**src/sv/msb_pkg.sv**
```systemverilog
// ----------------------------------------------------------------------------
// Multi-stack shared buffer package
// Item types, command and status codes, controller states and the command
// group that the controller hands to the datapath.
// ----------------------------------------------------------------------------
package msb_pkg;

  localparam int unsigned ID_W     = 2;
  localparam int unsigned VAL_W    = 32;
  localparam int unsigned STATUS_W = 2;

  localparam logic CMD_PUSH = 1'b0;
  localparam logic CMD_POP  = 1'b1;

  localparam logic [STATUS_W-1:0] STATUS_OK        = 2'd0;
  localparam logic [STATUS_W-1:0] STATUS_OVERFLOW  = 2'd1;
  localparam logic [STATUS_W-1:0] STATUS_UNDERFLOW = 2'd2;

  typedef struct packed {
    logic                    command;
    logic [ID_W-1:0]         stack_id;
    logic signed [VAL_W-1:0] push_value;
  } msb_in_t;

  typedef struct packed {
    logic signed [VAL_W-1:0] pop_value;
    logic [STATUS_W-1:0]     status;
  } msb_out_t;

  typedef enum logic [1:0] {
    S_IDLE,
    S_READ,
    S_WRITE
  } msb_state_e;

  typedef struct packed {
    logic accept;
    logic rd;
    logic commit;
  } msb_cmd_t;

endpackage

```
**src/sv/msb_ctrl.sv**
```systemverilog
// ----------------------------------------------------------------------------
// Multi-stack shared buffer controller
// Sequences each item through accept, memory read and write back, and owns
// the valid flag of the output register.
// ----------------------------------------------------------------------------
module msb_ctrl import msb_pkg::*; (
  input  logic     clk_i,
  input  logic     rst_ni,
  input  logic     in_valid_i,
  output logic     in_stall_o,
  output logic     out_valid_o,
  input  logic     out_stall_i,
  output msb_cmd_t cmd_o
);

  msb_state_e state_q, state_d;
  logic       out_valid_q, out_valid_d;

  always_ff @(posedge clk_i or negedge rst_ni) begin
    if (!rst_ni) begin
      state_q     <= S_IDLE;
      out_valid_q <= 1'b0;
    end else begin
      state_q     <= state_d;
      out_valid_q <= out_valid_d;
    end
  end

  always_comb begin
    state_d    = state_q;
    in_stall_o = 1'b1;
    cmd_o      = '0;
    case (state_q)
      S_IDLE: begin
        in_stall_o = 1'b0;
        if (in_valid_i) begin
          cmd_o.accept = 1'b1;
          state_d      = S_READ;
        end
      end
      S_READ: begin
        cmd_o.rd = 1'b1;
        state_d  = S_WRITE;
      end
      S_WRITE: begin
        if (!out_valid_q || !out_stall_i) begin
          cmd_o.commit = 1'b1;
          state_d      = S_IDLE;
        end
      end
      default: begin
        state_d = S_IDLE;
      end
    endcase
    out_valid_d = cmd_o.commit || (out_valid_q && out_stall_i);
  end

  assign out_valid_o = out_valid_q;

  a_accept_to_read: assert property (@(posedge clk_i) disable iff (!rst_ni)
    cmd_o.accept |=> state_q == S_READ)
    else $error("Accepted item did not move to the read step.");

  a_read_to_write: assert property (@(posedge clk_i) disable iff (!rst_ni)
    state_q == S_READ |=> state_q == S_WRITE)
    else $error("Read step was not followed by the write step.");

  a_commit_shows_result: assert property (@(posedge clk_i) disable iff (!rst_ni)
    cmd_o.commit |=> out_valid_q)
    else $error("Committed item did not present a result.");

endmodule

```
**src/sv/msb_datapath.sv**
```systemverilog
// ----------------------------------------------------------------------------
// Multi-stack shared buffer datapath
// Slot data, slot links and stack tops in memories, plus the free list head
// and a fill mark that stands in for the initial chaining of the links.
// ----------------------------------------------------------------------------
module msb_datapath import msb_pkg::*; #(
  parameter int unsigned NUM_STACKS = 4,
  parameter int unsigned NUM_SLOTS  = 16,
  parameter int unsigned DATA_WIDTH = 32
) (
  input  logic     clk_i,
  input  logic     rst_ni,
  input  msb_cmd_t cmd_i,
  input  msb_in_t  in_item_i,
  output msb_out_t out_item_o
);

  localparam int unsigned LW = $clog2(NUM_SLOTS + 1);
  localparam int unsigned AW = $clog2(NUM_SLOTS);
  localparam int unsigned SW = (NUM_STACKS > 1) ? $clog2(NUM_STACKS) : 1;
  localparam logic [LW-1:0] NULL_LINK = LW'(NUM_SLOTS);
  localparam logic [DATA_WIDTH-1:0] MAX_POS = {DATA_WIDTH{1'b1}} >> 1;

  logic [DATA_WIDTH-1:0] data_mem_q [NUM_SLOTS];
  logic [LW-1:0]         link_mem_q [NUM_SLOTS];
  logic [LW-1:0]         top_mem_q  [NUM_STACKS];

  logic [NUM_STACKS-1:0] top_vld_q, top_vld_d;
  logic [LW-1:0]         free_head_q, free_head_d;
  logic [LW-1:0]         hwm_q, hwm_d;

  logic                  op_q;
  logic                  sid_ok_q;
  logic [SW-1:0]         sid_q;
  logic [SW-1:0]         in_sid;
  logic [DATA_WIDTH-1:0] val_q;
  logic                  top_hit_q;
  logic [LW-1:0]         top_rd_q;
  logic [LW-1:0]         top_eff;

  logic [LW-1:0]         rd_ptr;
  logic                  rd_ok;
  logic                  ok_q;
  logic                  fresh_q;
  logic [AW-1:0]         addr_q;
  logic [LW-1:0]         link_rd_q;
  logic [LW-1:0]         link_val;
  logic [DATA_WIDTH-1:0] data_rd_q;
  logic signed [DATA_WIDTH-1:0] data_s;

  msb_out_t out_q, out_d;

  assign in_sid   = SW'(in_item_i.stack_id);
  assign top_eff  = top_hit_q ? top_rd_q : NULL_LINK;
  assign rd_ptr   = (op_q == CMD_PUSH) ? free_head_q : top_eff;
  assign rd_ok    = sid_ok_q && (rd_ptr != NULL_LINK);
  // A slot at or above the fill mark takes its initial link to the next slot.
  assign link_val = fresh_q ? (LW'(addr_q) + LW'(1)) : link_rd_q;
  assign data_s   = data_rd_q;

  always_ff @(posedge clk_i) begin
    if (cmd_i.accept) begin
      op_q      <= in_item_i.command;
      sid_q     <= in_sid;
      sid_ok_q  <= 32'(in_item_i.stack_id) < NUM_STACKS;
      val_q     <= DATA_WIDTH'($unsigned(in_item_i.push_value));
      top_rd_q  <= top_mem_q[in_sid];
      top_hit_q <= top_vld_q[in_sid];
    end
    if (cmd_i.rd) begin
      ok_q      <= rd_ok;
      addr_q    <= rd_ptr[AW-1:0];
      fresh_q   <= rd_ptr >= hwm_q;
      link_rd_q <= link_mem_q[rd_ptr[AW-1:0]];
      data_rd_q <= data_mem_q[rd_ptr[AW-1:0]];
    end
    if (cmd_i.commit) begin
      out_q <= out_d;
    end
  end

  always_ff @(posedge clk_i) begin
    if (cmd_i.commit && ok_q) begin
      if (op_q == CMD_PUSH) begin
        data_mem_q[addr_q] <= val_q;
        link_mem_q[addr_q] <= top_eff;
        top_mem_q[sid_q]   <= LW'(addr_q);
      end else begin
        link_mem_q[addr_q] <= free_head_q;
        top_mem_q[sid_q]   <= link_val;
      end
    end
  end

  always_comb begin
    free_head_d = free_head_q;
    hwm_d       = hwm_q;
    top_vld_d   = top_vld_q;
    if (cmd_i.commit && ok_q) begin
      top_vld_d[sid_q] = 1'b1;
      if (op_q == CMD_PUSH) begin
        free_head_d = link_val;
        if (fresh_q) begin
          hwm_d = LW'(addr_q) + LW'(1);
        end
      end else begin
        free_head_d = LW'(addr_q);
      end
    end
  end

  always_ff @(posedge clk_i or negedge rst_ni) begin
    if (!rst_ni) begin
      free_head_q <= '0;
      hwm_q       <= '0;
      top_vld_q   <= '0;
    end else begin
      free_head_q <= free_head_d;
      hwm_q       <= hwm_d;
      top_vld_q   <= top_vld_d;
    end
  end

  always_comb begin
    out_d.pop_value = '0;
    out_d.status    = STATUS_OK;
    if (op_q == CMD_PUSH) begin
      if (!ok_q) begin
        out_d.status = STATUS_OVERFLOW;
      end
    end else if (ok_q) begin
      out_d.pop_value = 32'(data_s);
    end else begin
      out_d.pop_value = 32'(MAX_POS);
      out_d.status    = STATUS_UNDERFLOW;
    end
  end

  assign out_item_o = out_q;

  a_fill_mark_bound: assert property (@(posedge clk_i) disable iff (!rst_ni)
    hwm_q <= NULL_LINK)
    else $error("Fill mark passed the number of slots.");

  a_free_head_fresh: assert property (@(posedge clk_i) disable iff (!rst_ni)
    (free_head_q >= hwm_q) |-> (free_head_q == hwm_q || free_head_q == NULL_LINK))
    else $error("Free list head skipped an unused slot.");

  a_pop_written_slot: assert property (@(posedge clk_i) disable iff (!rst_ni)
    (cmd_i.commit && ok_q && op_q == CMD_POP) |-> !fresh_q)
    else $error("Pop reached a slot that no push has written.");

endmodule

```
**src/sv/multi_stack_shared_buffer_unit.sv**
```systemverilog
// ----------------------------------------------------------------------------
// Multi-stack shared buffer unit
// Several LIFO stacks share one slot memory, with a linked free list of
// unused slots and a link per slot that chains each stack's entries.
//
//   Channel   Direction   Payload     Handshake
//   in        input       msb_in_t    in_valid_i / in_stall_o
//   out       output      msb_out_t   out_valid_o / out_stall_i
//
// Each item goes through accept with the stack top read, the slot
// link and data read, then the write back that loads the output register.
// The steps follow the dependent chain of stack top, slot link and write back.
// A waiting result holds the write back step; the next item waits for it.
// Reset clears the free list head, the fill mark and the stack valid bits.
// The memories need no clearing pass after reset.
// ----------------------------------------------------------------------------
module multi_stack_shared_buffer_unit import msb_pkg::*; #(
  parameter int unsigned NUM_STACKS = 4,
  parameter int unsigned NUM_SLOTS  = 16,
  parameter int unsigned DATA_WIDTH = 32
) (
  input  logic     clk_i,
  input  logic     rst_ni,
  input  logic     in_valid_i,
  output logic     in_stall_o,
  input  msb_in_t  in_item_i,
  output logic     out_valid_o,
  input  logic     out_stall_i,
  output msb_out_t out_item_o
);

  msb_cmd_t cmd;

  msb_ctrl u_ctrl (
    .clk_i       (clk_i),
    .rst_ni      (rst_ni),
    .in_valid_i  (in_valid_i),
    .in_stall_o  (in_stall_o),
    .out_valid_o (out_valid_o),
    .out_stall_i (out_stall_i),
    .cmd_o       (cmd)
  );

  msb_datapath #(
    .NUM_STACKS (NUM_STACKS),
    .NUM_SLOTS  (NUM_SLOTS),
    .DATA_WIDTH (DATA_WIDTH)
  ) u_datapath (
    .clk_i      (clk_i),
    .rst_ni     (rst_ni),
    .cmd_i      (cmd),
    .in_item_i  (in_item_i),
    .out_item_o (out_item_o)
  );

endmodule

```
**config.mk**
```make
export PLATFORM = sky130hd
export DESIGN_NAME = multi_stack_shared_buffer_unit
export DESIGN_NICKNAME = d
export VERILOG_FILES = /design/src/sv/msb_pkg.sv /design/src/sv/msb_ctrl.sv /design/src/sv/msb_datapath.sv /design/src/sv/multi_stack_shared_buffer_unit.sv
export SDC_FILE = /design/constraint.sdc
export NUM_CORES = 1
export LEC_CHECK = 0
export ABC_AREA = 0
export ABC_CLOCK_PERIOD_IN_PS = 7700
export BUFFER_PORTS_ARGS = -buffer_cell sky130_fd_sc_hd__buf_4
export CAP_MARGIN = 20
export CORE_MARGIN = 1.5
export CORE_UTILIZATION = 60
export CTS_CLUSTER_SIZE = 25
export DETAILED_ROUTE_END_ITERATION = 10
export PLACE_DENSITY = 0.77
export SYNTH_ARGS = -nofsm -noshare
export SYNTH_HDL_FRONTEND = slang
export SYNTH_HIERARCHICAL = 1
export SYNTH_SLANG_ARGS = --single-unit
```
**constraint.sdc**
```tcl
create_clock -name clk_i -period 7.7 [get_ports clk_i]
set_clock_uncertainty 0.05 [all_clocks]
set_input_delay 0 -clock clk_i [delete_from_list [all_inputs] [get_ports clk_i]]
set_output_delay 0 -clock clk_i [all_outputs]
set_load 0.02 [all_outputs]
```
==> key figures, run 1 <==
Worst setup path
  • Launching point of the worst reg2reg path: u_datapath/op_q
  • Worst reg-to-reg path cell count: 9
  • Critical path launch point type: register
  • Setup CP Type: reg2reg
  • Data required time of the critical path: 7.98 ns
  • Maximum fanout encountered on the critical timing path: 73
  • Launch point of the worst path: u_datapath/op_q
  • Reg2reg setup slack: 3.42 ns
  • Arrival time worst endpoint: 4.56 ns
  • CP Capture Type: register

Min path
  • Hold Path Origin: in_item_i[2]
  • Class of the worst hold path: in2reg
  • Worst hold stages: 2

STA
  • Period minus WS final: 4.28 ns
  • Slew Limit Headroom: 23.7%
  • Final number of setup-violating endpoints: 0
  • Setup TNS after final layout: 0 ns
  • Setup repair after global routing missed its margin: false
  • Period Utilization, post-route: 55.6%
  • Measured slew at the worst slew-check pin: 1.14 ns
  • Pins Over Slew Limit: 0
  • Post-Route Hold Slack: 0.0673 ns
  • Timing-limited maximum frequency: 0.233 GHz
  • Endpoints failing hold: 0

Yosys
  • Predominant post-synthesis flop cell: sky130_fd_sc_hd__edfxtp_1
  • Cell variety after synth: 49
  • Yosys Warn Count: 6
  • Synth Instances: 1,384
  • Post-Synthesis Net Count: 1,430
  • Number of enable flip-flop cells after synthesis: 730
  • Post-synthesis async set-or-reset flop share: 2.28%
  • Cell area after synthesis: 28,200 sq um
  • Portion of the post-synthesis area used by sequential elements: 79.2%
  • Total of flip-flops plus latches after synthesis: 747
  • Synth Area per Inst: 20.4 sq um

Layout
  • Design area: 32,400 sq um
  • Number of diodes added for antenna fixing: 0
  • Total number of nets in the final design: 1,588
  • Fraction of layout instances using a drive strength above 1: 25.0%
  • Most common cell after layout, fill and taps aside: sky130_fd_sc_hd__edfxtp_1
  • Area growth from synthesis to final layout: 14.7%
  • Layout fillers: 2,744
  • Leading cell types in the layout, fill and taps excluded: sky130_fd_sc_hd__edfxtp_1 (730), sky130_fd_sc_hd__nand2_1 (175), sky130_fd_sc_hd__mux4_2 (154), sky130_fd_sc_hd__buf_4 (105), sky130_fd_sc_hd__clkbuf_16 (75)

Clock tree
  • Clock tree from TritonCTS: built
  • Count of instances resized after the clock tree is built: 0
  • Number of buffers added by the clock tree synthesis step: 73
  • Clock latency at the later pin of the worst-skew pair: 0.60 ns
  • Maximum buffer depth of the clock tree: 3
  • Clock transition time at the flip-flop clock pins of the worst setup and hold paths: 0.06 ns
  • Setup Fix Bufs, Post-CTS: 0
  • Number of H-tree branching levels: 3
  • Sinks on Clock Net: 747
  • Root buffer selected by CTS: sky130_fd_sc_hd__clkbuf_16

Drt
  • Detail-routed net length per standard cell: 28.1 um
  • DRT antenna net count: 0
  • Residual DRC count: 0
  • Highest metal used: met4
  • Detailed Route Iter0 Violations: 1,878
  • Via Count: 14,000
  • Routed Wire Length: 62,000 um
  • Total length of routed met2 wires: 30,900 um
  • Met3 layer wire length in the routed design: 5830 um
  • Drt via density: 6.35
  • Metal-1 WL: 23,400 um
  • DR pass1 iterations: 5

Power
  • Leakage Power: 10.5 nW
  • Power density of the placed cells: 319 nW/um^2
  • Final total power: 10.3 mW
  • Peak VDD IR: 0.000354 V

GRT
  • Global-route wire length before repair: 91,300 um
  • Pin count of the biggest net entering global routing: 124
  • Initial antenna violation count: 1
  • Overflow left after global routing: 0
  • Total global routing track utilization: 26.6%
  • Vias in the first global route: 14,400

Job
  • Max-cap violations: 0

Place
  • Post-DP HPWL: 29,700 um
  • Placed instance area: 29,600 sq um
  • Gpl congestion: 0.797
  • IO Port Bufs: 74

Status
  • Run status: completed

Floorplan
  • Ports placed on the boundary: 75
  • DIE WIDTH: 220 um
  • Area of the core: 46,500 sq um
  • Die area: 48,300 sq um
  • Die H: 220 um
  • Standard-cell rows: 79
  • Initial cell density of the core: 60.7%
==> flip-flops by register name, summed over array words and instances (netlist names), 2 cells and up <==
| register | flops |
|---|---|
| u_ctrl/state_q | 2 |
| u_datapath/val_q | 32 |
| u_datapath/hwm_q | 5 |
| u_datapath/top_rd_q | 5 |
| u_datapath/top_mem_q | 20 |
| u_datapath/free_head_q | 5 |
| u_datapath/link_rd_q | 5 |
| u_datapath/addr_q | 4 |
| u_datapath/sid_q | 2 |
| u_datapath/data_rd_q | 32 |
| u_datapath/link_mem_q | 80 |
| u_datapath/out_item_o | 34 |
| u_datapath/top_vld_q | 4 |
| u_datapath/data_mem_q | 512 |
==> per-stage QoR <==
stage / util (%) / cells / setup slack, ns
after floorplan: - / 1384 / 1.91
after global placement: 63.7 / 2034 / 3.41
after detailed placement: 63.7 / 2034 / 3.26
after CTS: 69.6 / 2203 / 3.27
after global routing: 69.7 / 2204 / 3.27
final: 69.7 / 2204 / 3.42
==> area by class of cell <==
type | instances | area (sq um) | share of cell area, %
well taps | 607 | 759 | 2.35
repair buffers | 146 | 1230 | 3.79
inverters | 42 | 165 | 0.510
flip-flops and latches | 747 | 22300 | 69.0
multi-input cells | 532 | 5520 | 17.0
clock inverters | 38 | 397 | 1.23
clock buffers | 92 | 1960 | 6.06
==> cells in the mapped netlist, types with 3 or more instances <==
library cell	n	share of area (%)
sky130_fd_sc_hd__edfxtp_1	730	78
sky130_fd_sc_hd__nand2_1	175	2.3
sky130_fd_sc_hd__mux4_2	154	12
sky130_fd_sc_hd__nor2_1	42	0.56
sky130_fd_sc_hd__inv_1	40	0.53
sky130_fd_sc_hd__a21oi_1	39	0.69
sky130_fd_sc_hd__nand4_1	37	0.82
sky130_fd_sc_hd__clkbuf_1	26	0.35
sky130_fd_sc_hd__buf_2	19	0.34
sky130_fd_sc_hd__dfrtp_1	17	1.5
sky130_fd_sc_hd__o21ai_0	12	0.21
sky130_fd_sc_hd__buf_6	11	0.44
sky130_fd_sc_hd__nor3_1	9	0.16
sky130_fd_sc_hd__nand2b_1	8	0.18
sky130_fd_sc_hd__ha_1	7	0.31
sky130_fd_sc_hd__buf_4	6	0.16
sky130_fd_sc_hd__nand3_1	5	0.089
sky130_fd_sc_hd__nor2b_1	4	0.089
sky130_fd_sc_hd__or2_2	4	0.089
sky130_fd_sc_hd__mux2_2	3	0.12
sky130_fd_sc_hd__o31ai_1	3	0.080
==> routing by layer <==
layer	global-route usage [%]	up-vias
li1	-	5834
met1	37.0	7202
met2	42.8	808
met3	4.67	152
met4	10.4	0
met5	0	-
==> worst max-delay path, cell delays in order (launching register included) <==
cell and delay (ns):
sky130_fd_sc_hd__edfxtp_1 0.32, sky130_fd_sc_hd__buf_4 0.34, sky130_fd_sc_hd__inv_2 0.52, sky130_fd_sc_hd__o21ai_4 0.30
sky130_fd_sc_hd__buf_4 0.87, sky130_fd_sc_hd__buf_4 0.56, sky130_fd_sc_hd__buf_16 0.34, sky130_fd_sc_hd__mux4_2 0.35
sky130_fd_sc_hd__nand2_1 0.12, sky130_fd_sc_hd__nand4_1 0.14
==> power by group <==
group          internal, mW  total [mW]  switching (mW)
Clock                  2.07        3.53            1.46
Sequential             4.86        5.05           0.183
Combinational         0.738        1.75            1.02
==> cell families after synthesis <==
logic type      after synthesis  synth area share, %
flops                       747                 79.2
simple gates                294                 4.56
fa+ha+maj                     9                0.386
mux                         159                 12.5
buf+inv                     105                 1.85
xor+xnor                      2               0.0621
compound gates               68                 1.45
==> worst paths after layout <==
| check | endpoint |
|---|---|
| min in group asynchronous | u_datapath/free_head_q[2] |
| max | u_datapath/data_rd_q[7] |
| min reg2reg | u_datapath/top_vld_q[3] |
| max in group asynchronous | u_datapath/hwm_q[1] |
| min | u_datapath/val_q[2] |
| max reg2reg | u_datapath/data_rd_q[7] |
==> what timing repair did <==
| item | CTS | global route |
|---|---|---|
| hold buffers | 39 | 0 |
| hold endpoints to repair | 61 | 0 |
| setup endpoints to repair | 0 | 0 |
Power figures use the tool's default switching activity.
==> run 2: changes to the inputs <==
ABC_CLOCK_PERIOD_IN_PS = 4300   (was 7700)
clock period = 4.3 ns   (was 7.7 ns; I/O delays follow)
==> key figures, run 2 (same netlist as run 1, synthesis figures left out) <==
Clock tree
  • Setup Fix Bufs, Post-CTS: 0
  • Root buffer selected by CTS: sky130_fd_sc_hd__clkbuf_16
  • Sinks on Clock Net: 747
  • Clock latency at the later pin of the worst-skew pair: 0.63 ns
  • Number of H-tree branching levels: 3
  • Count of instances resized after the clock tree is built: 0
  • Number of buffers added by the clock tree synthesis step: 73
  • Hold buffer count at CTS: 39
  • Clock transition time at the flip-flop clock pins of the worst setup and hold paths: 0.06 ns
  • Clock tree from TritonCTS: built
  • Maximum buffer depth of the clock tree: 3

Layout
  • Total number of nets in the final design: 1,594
  • Most common cell after layout, fill and taps aside: sky130_fd_sc_hd__edfxtp_1
  • Final Non-Filler Cells: 2,214
  • Fraction of layout instances using a drive strength above 1: 25.3%
  • Number of diodes added for antenna fixing: 0
  • Max FFs per register: 512
  • Area growth from synthesis to final layout: 15.2%
  • Layout fillers: 2,758
  • Register bank with the most flops: u_datapath/data_mem_q
  • Leading cell types in the layout, fill and taps excluded: sky130_fd_sc_hd__edfxtp_1 (730), sky130_fd_sc_hd__nand2_1 (175), sky130_fd_sc_hd__mux4_2 (154), sky130_fd_sc_hd__buf_4 (102), sky130_fd_sc_hd__clkbuf_16 (74)

Worst setup path
  • Ordered cell list for the critical path: nand2b_1 -> a21oi_4 -> buf_4 -> nand2_1 -> nor2_1 -> mux2_2
  • Data required time of the critical path: 4.56 ns
  • Critical path launch point type: register
  • Reg2reg setup slack: 1.20 ns
  • End of the worst register-to-register path: u_datapath/link_mem_q[4][3]
  • Slowest cell on crit path: sky130_fd_sc_hd__buf_4
  • CP Capture Type: register
  • Worst reg-to-reg path cell count: 6
  • Launch point of the worst path: u_ctrl/state_q[0]
  • Arrival time worst endpoint: 3.36 ns
  • Setup CP Type: reg2reg
  • Total number of cells along the worst setup path: 6
  • CP Buf/Inv Count: 1
  • CP delay by family, top: simple AND/OR/NAND/NOR gates
  • Maximum fanout encountered on the critical timing path: 35
  • Launching point of the worst reg2reg path: u_ctrl/state_q[0]
  • Worst setup path end: u_datapath/link_mem_q[4][3]
  • Max incr delay on CP: 0.53 ns

Drt
  • Via Count: 14,000
  • DRT antenna net count: 0
  • Detail-routed net length per standard cell: 28.3 um
  • DR pass1 iterations: 5
  • Detailed Route Iter0 Violations: 1,905
  • Routed Wire Length: 62,600 um
  • Drt via density: 6.33
  • Residual DRC count: 0

Place
  • Cell count after placement: 2,041
  • IO Port Bufs: 74
  • Gpl congestion: 0.840
  • Post-DP HPWL: 31,000 um

Min path
  • Class of the worst hold path: in2reg
  • Worst hold stages: 2
  • Hold Path Origin: in_item_i[3]

STA
  • Pins Over Slew Limit: 0
  • Period minus WS final: 3.10 ns
  • Measured slew at the worst slew-check pin: 1.10 ns
  • Period Utilization, post-route: 72.1%
  • Slew Limit Headroom: 26.5%
  • Setup TNS after final layout: 0 ns
  • Final number of setup-violating endpoints: 0
  • Setup repair after global routing missed its margin: false
  • Post-Route Hold Slack: 0.0467 ns
  • Endpoints failing hold: 0
  • Timing-limited maximum frequency: 0.323 GHz

Status
  • Run status: completed

Power
  • Leakage Power: 10.5 nW
  • Power density of the placed cells: 568 nW/um^2
  • Peak VDD IR: 0.000588 V
  • Final total power: 18.5 mW

Job
  • Max-cap violations: 0

GRT
  • Overflow left after global routing: 0
  • Initial antenna violation count: 0
  • Total global routing track utilization: 26.9%
  • Global-route wire length before repair: 91,900 um
  • Vias in the first global route: 14,400
  • Pin count of the biggest net entering global routing: 151

Floorplan
  • Area of the core: 46,500 sq um
  • Die H: 220 um
  • DIE WIDTH: 220 um
  • Standard-cell rows: 79
  • Ports placed on the boundary: 75
  • Initial cell density of the core: 60.7%
  • Die area: 48,300 sq um
run 2: changes by cell type in the layout (fill, tap and decap cells not counted), sizes merged:
cell      delta
inv          +3
bufinv       -2
clkinv       +2
buf          +6
clkbuf       -1
clkinvlp     +2
run 2: report_power, final:
part           internal [mW]  switching [mW]  leakage (nW)
combinational           1.34            1.82          2.60
clock                   3.56            2.71          1.13
sequential              8.71           0.354          6.82
run 2: final cells by class:
cell class | count | area [sq um] | share of cell area [%]
Clock inverter | 43 | 409 | 1.26
Inverter | 42 | 165 | 0.508
Multi-Input combinational cell | 532 | 5540 | 17.1
Timing Repair Buffer | 152 | 1380 | 4.23
Sequential cell | 747 | 22300 | 68.7
Tap cell | 607 | 759 | 2.34
Clock buffer | 91 | 1920 | 5.89
run 2: worst min path at each step:
stage / end / slack (ns)
detailed placement: u_datapath/top_vld_q[0] / -0.17
floorplan: u_ctrl/out_valid_o / -0.35
global placement: u_datapath/top_vld_q[3] / -0.17
CTS: u_datapath/val_q[5] / 0.02
global route: u_datapath/val_q[6] / 0.02
finish: u_datapath/val_q[3] / 0.05
run 2: per-layer routing:
| layer | vias to the layer above | GRT usage (%) | wire [um] |
|---|---|---|---|
| met5 | - | 0 | 0 |
| met4 | 0 | 7.91 | 1530 |
| met3 | 117 | 6.69 | 5850 |
| met2 | 732 | 43.5 | 31100 |
| met1 | 7317 | 37.0 | 24100 |
| li1 | 5853 | - | - |
run 2: metrics by stage:
step | worst slack (ns) | area [sq um] | util [%]
after floorplan | 0.210 | 28200 | -
after global placement | 1.34 | 29800 | 64.1
after detailed placement | 1.26 | 29800 | 64.1
after CTS | 1.24 | 32500 | 70.0
after global routing | 1.01 | 32500 | 70.0
final | 1.20 | 32500 | 70.0
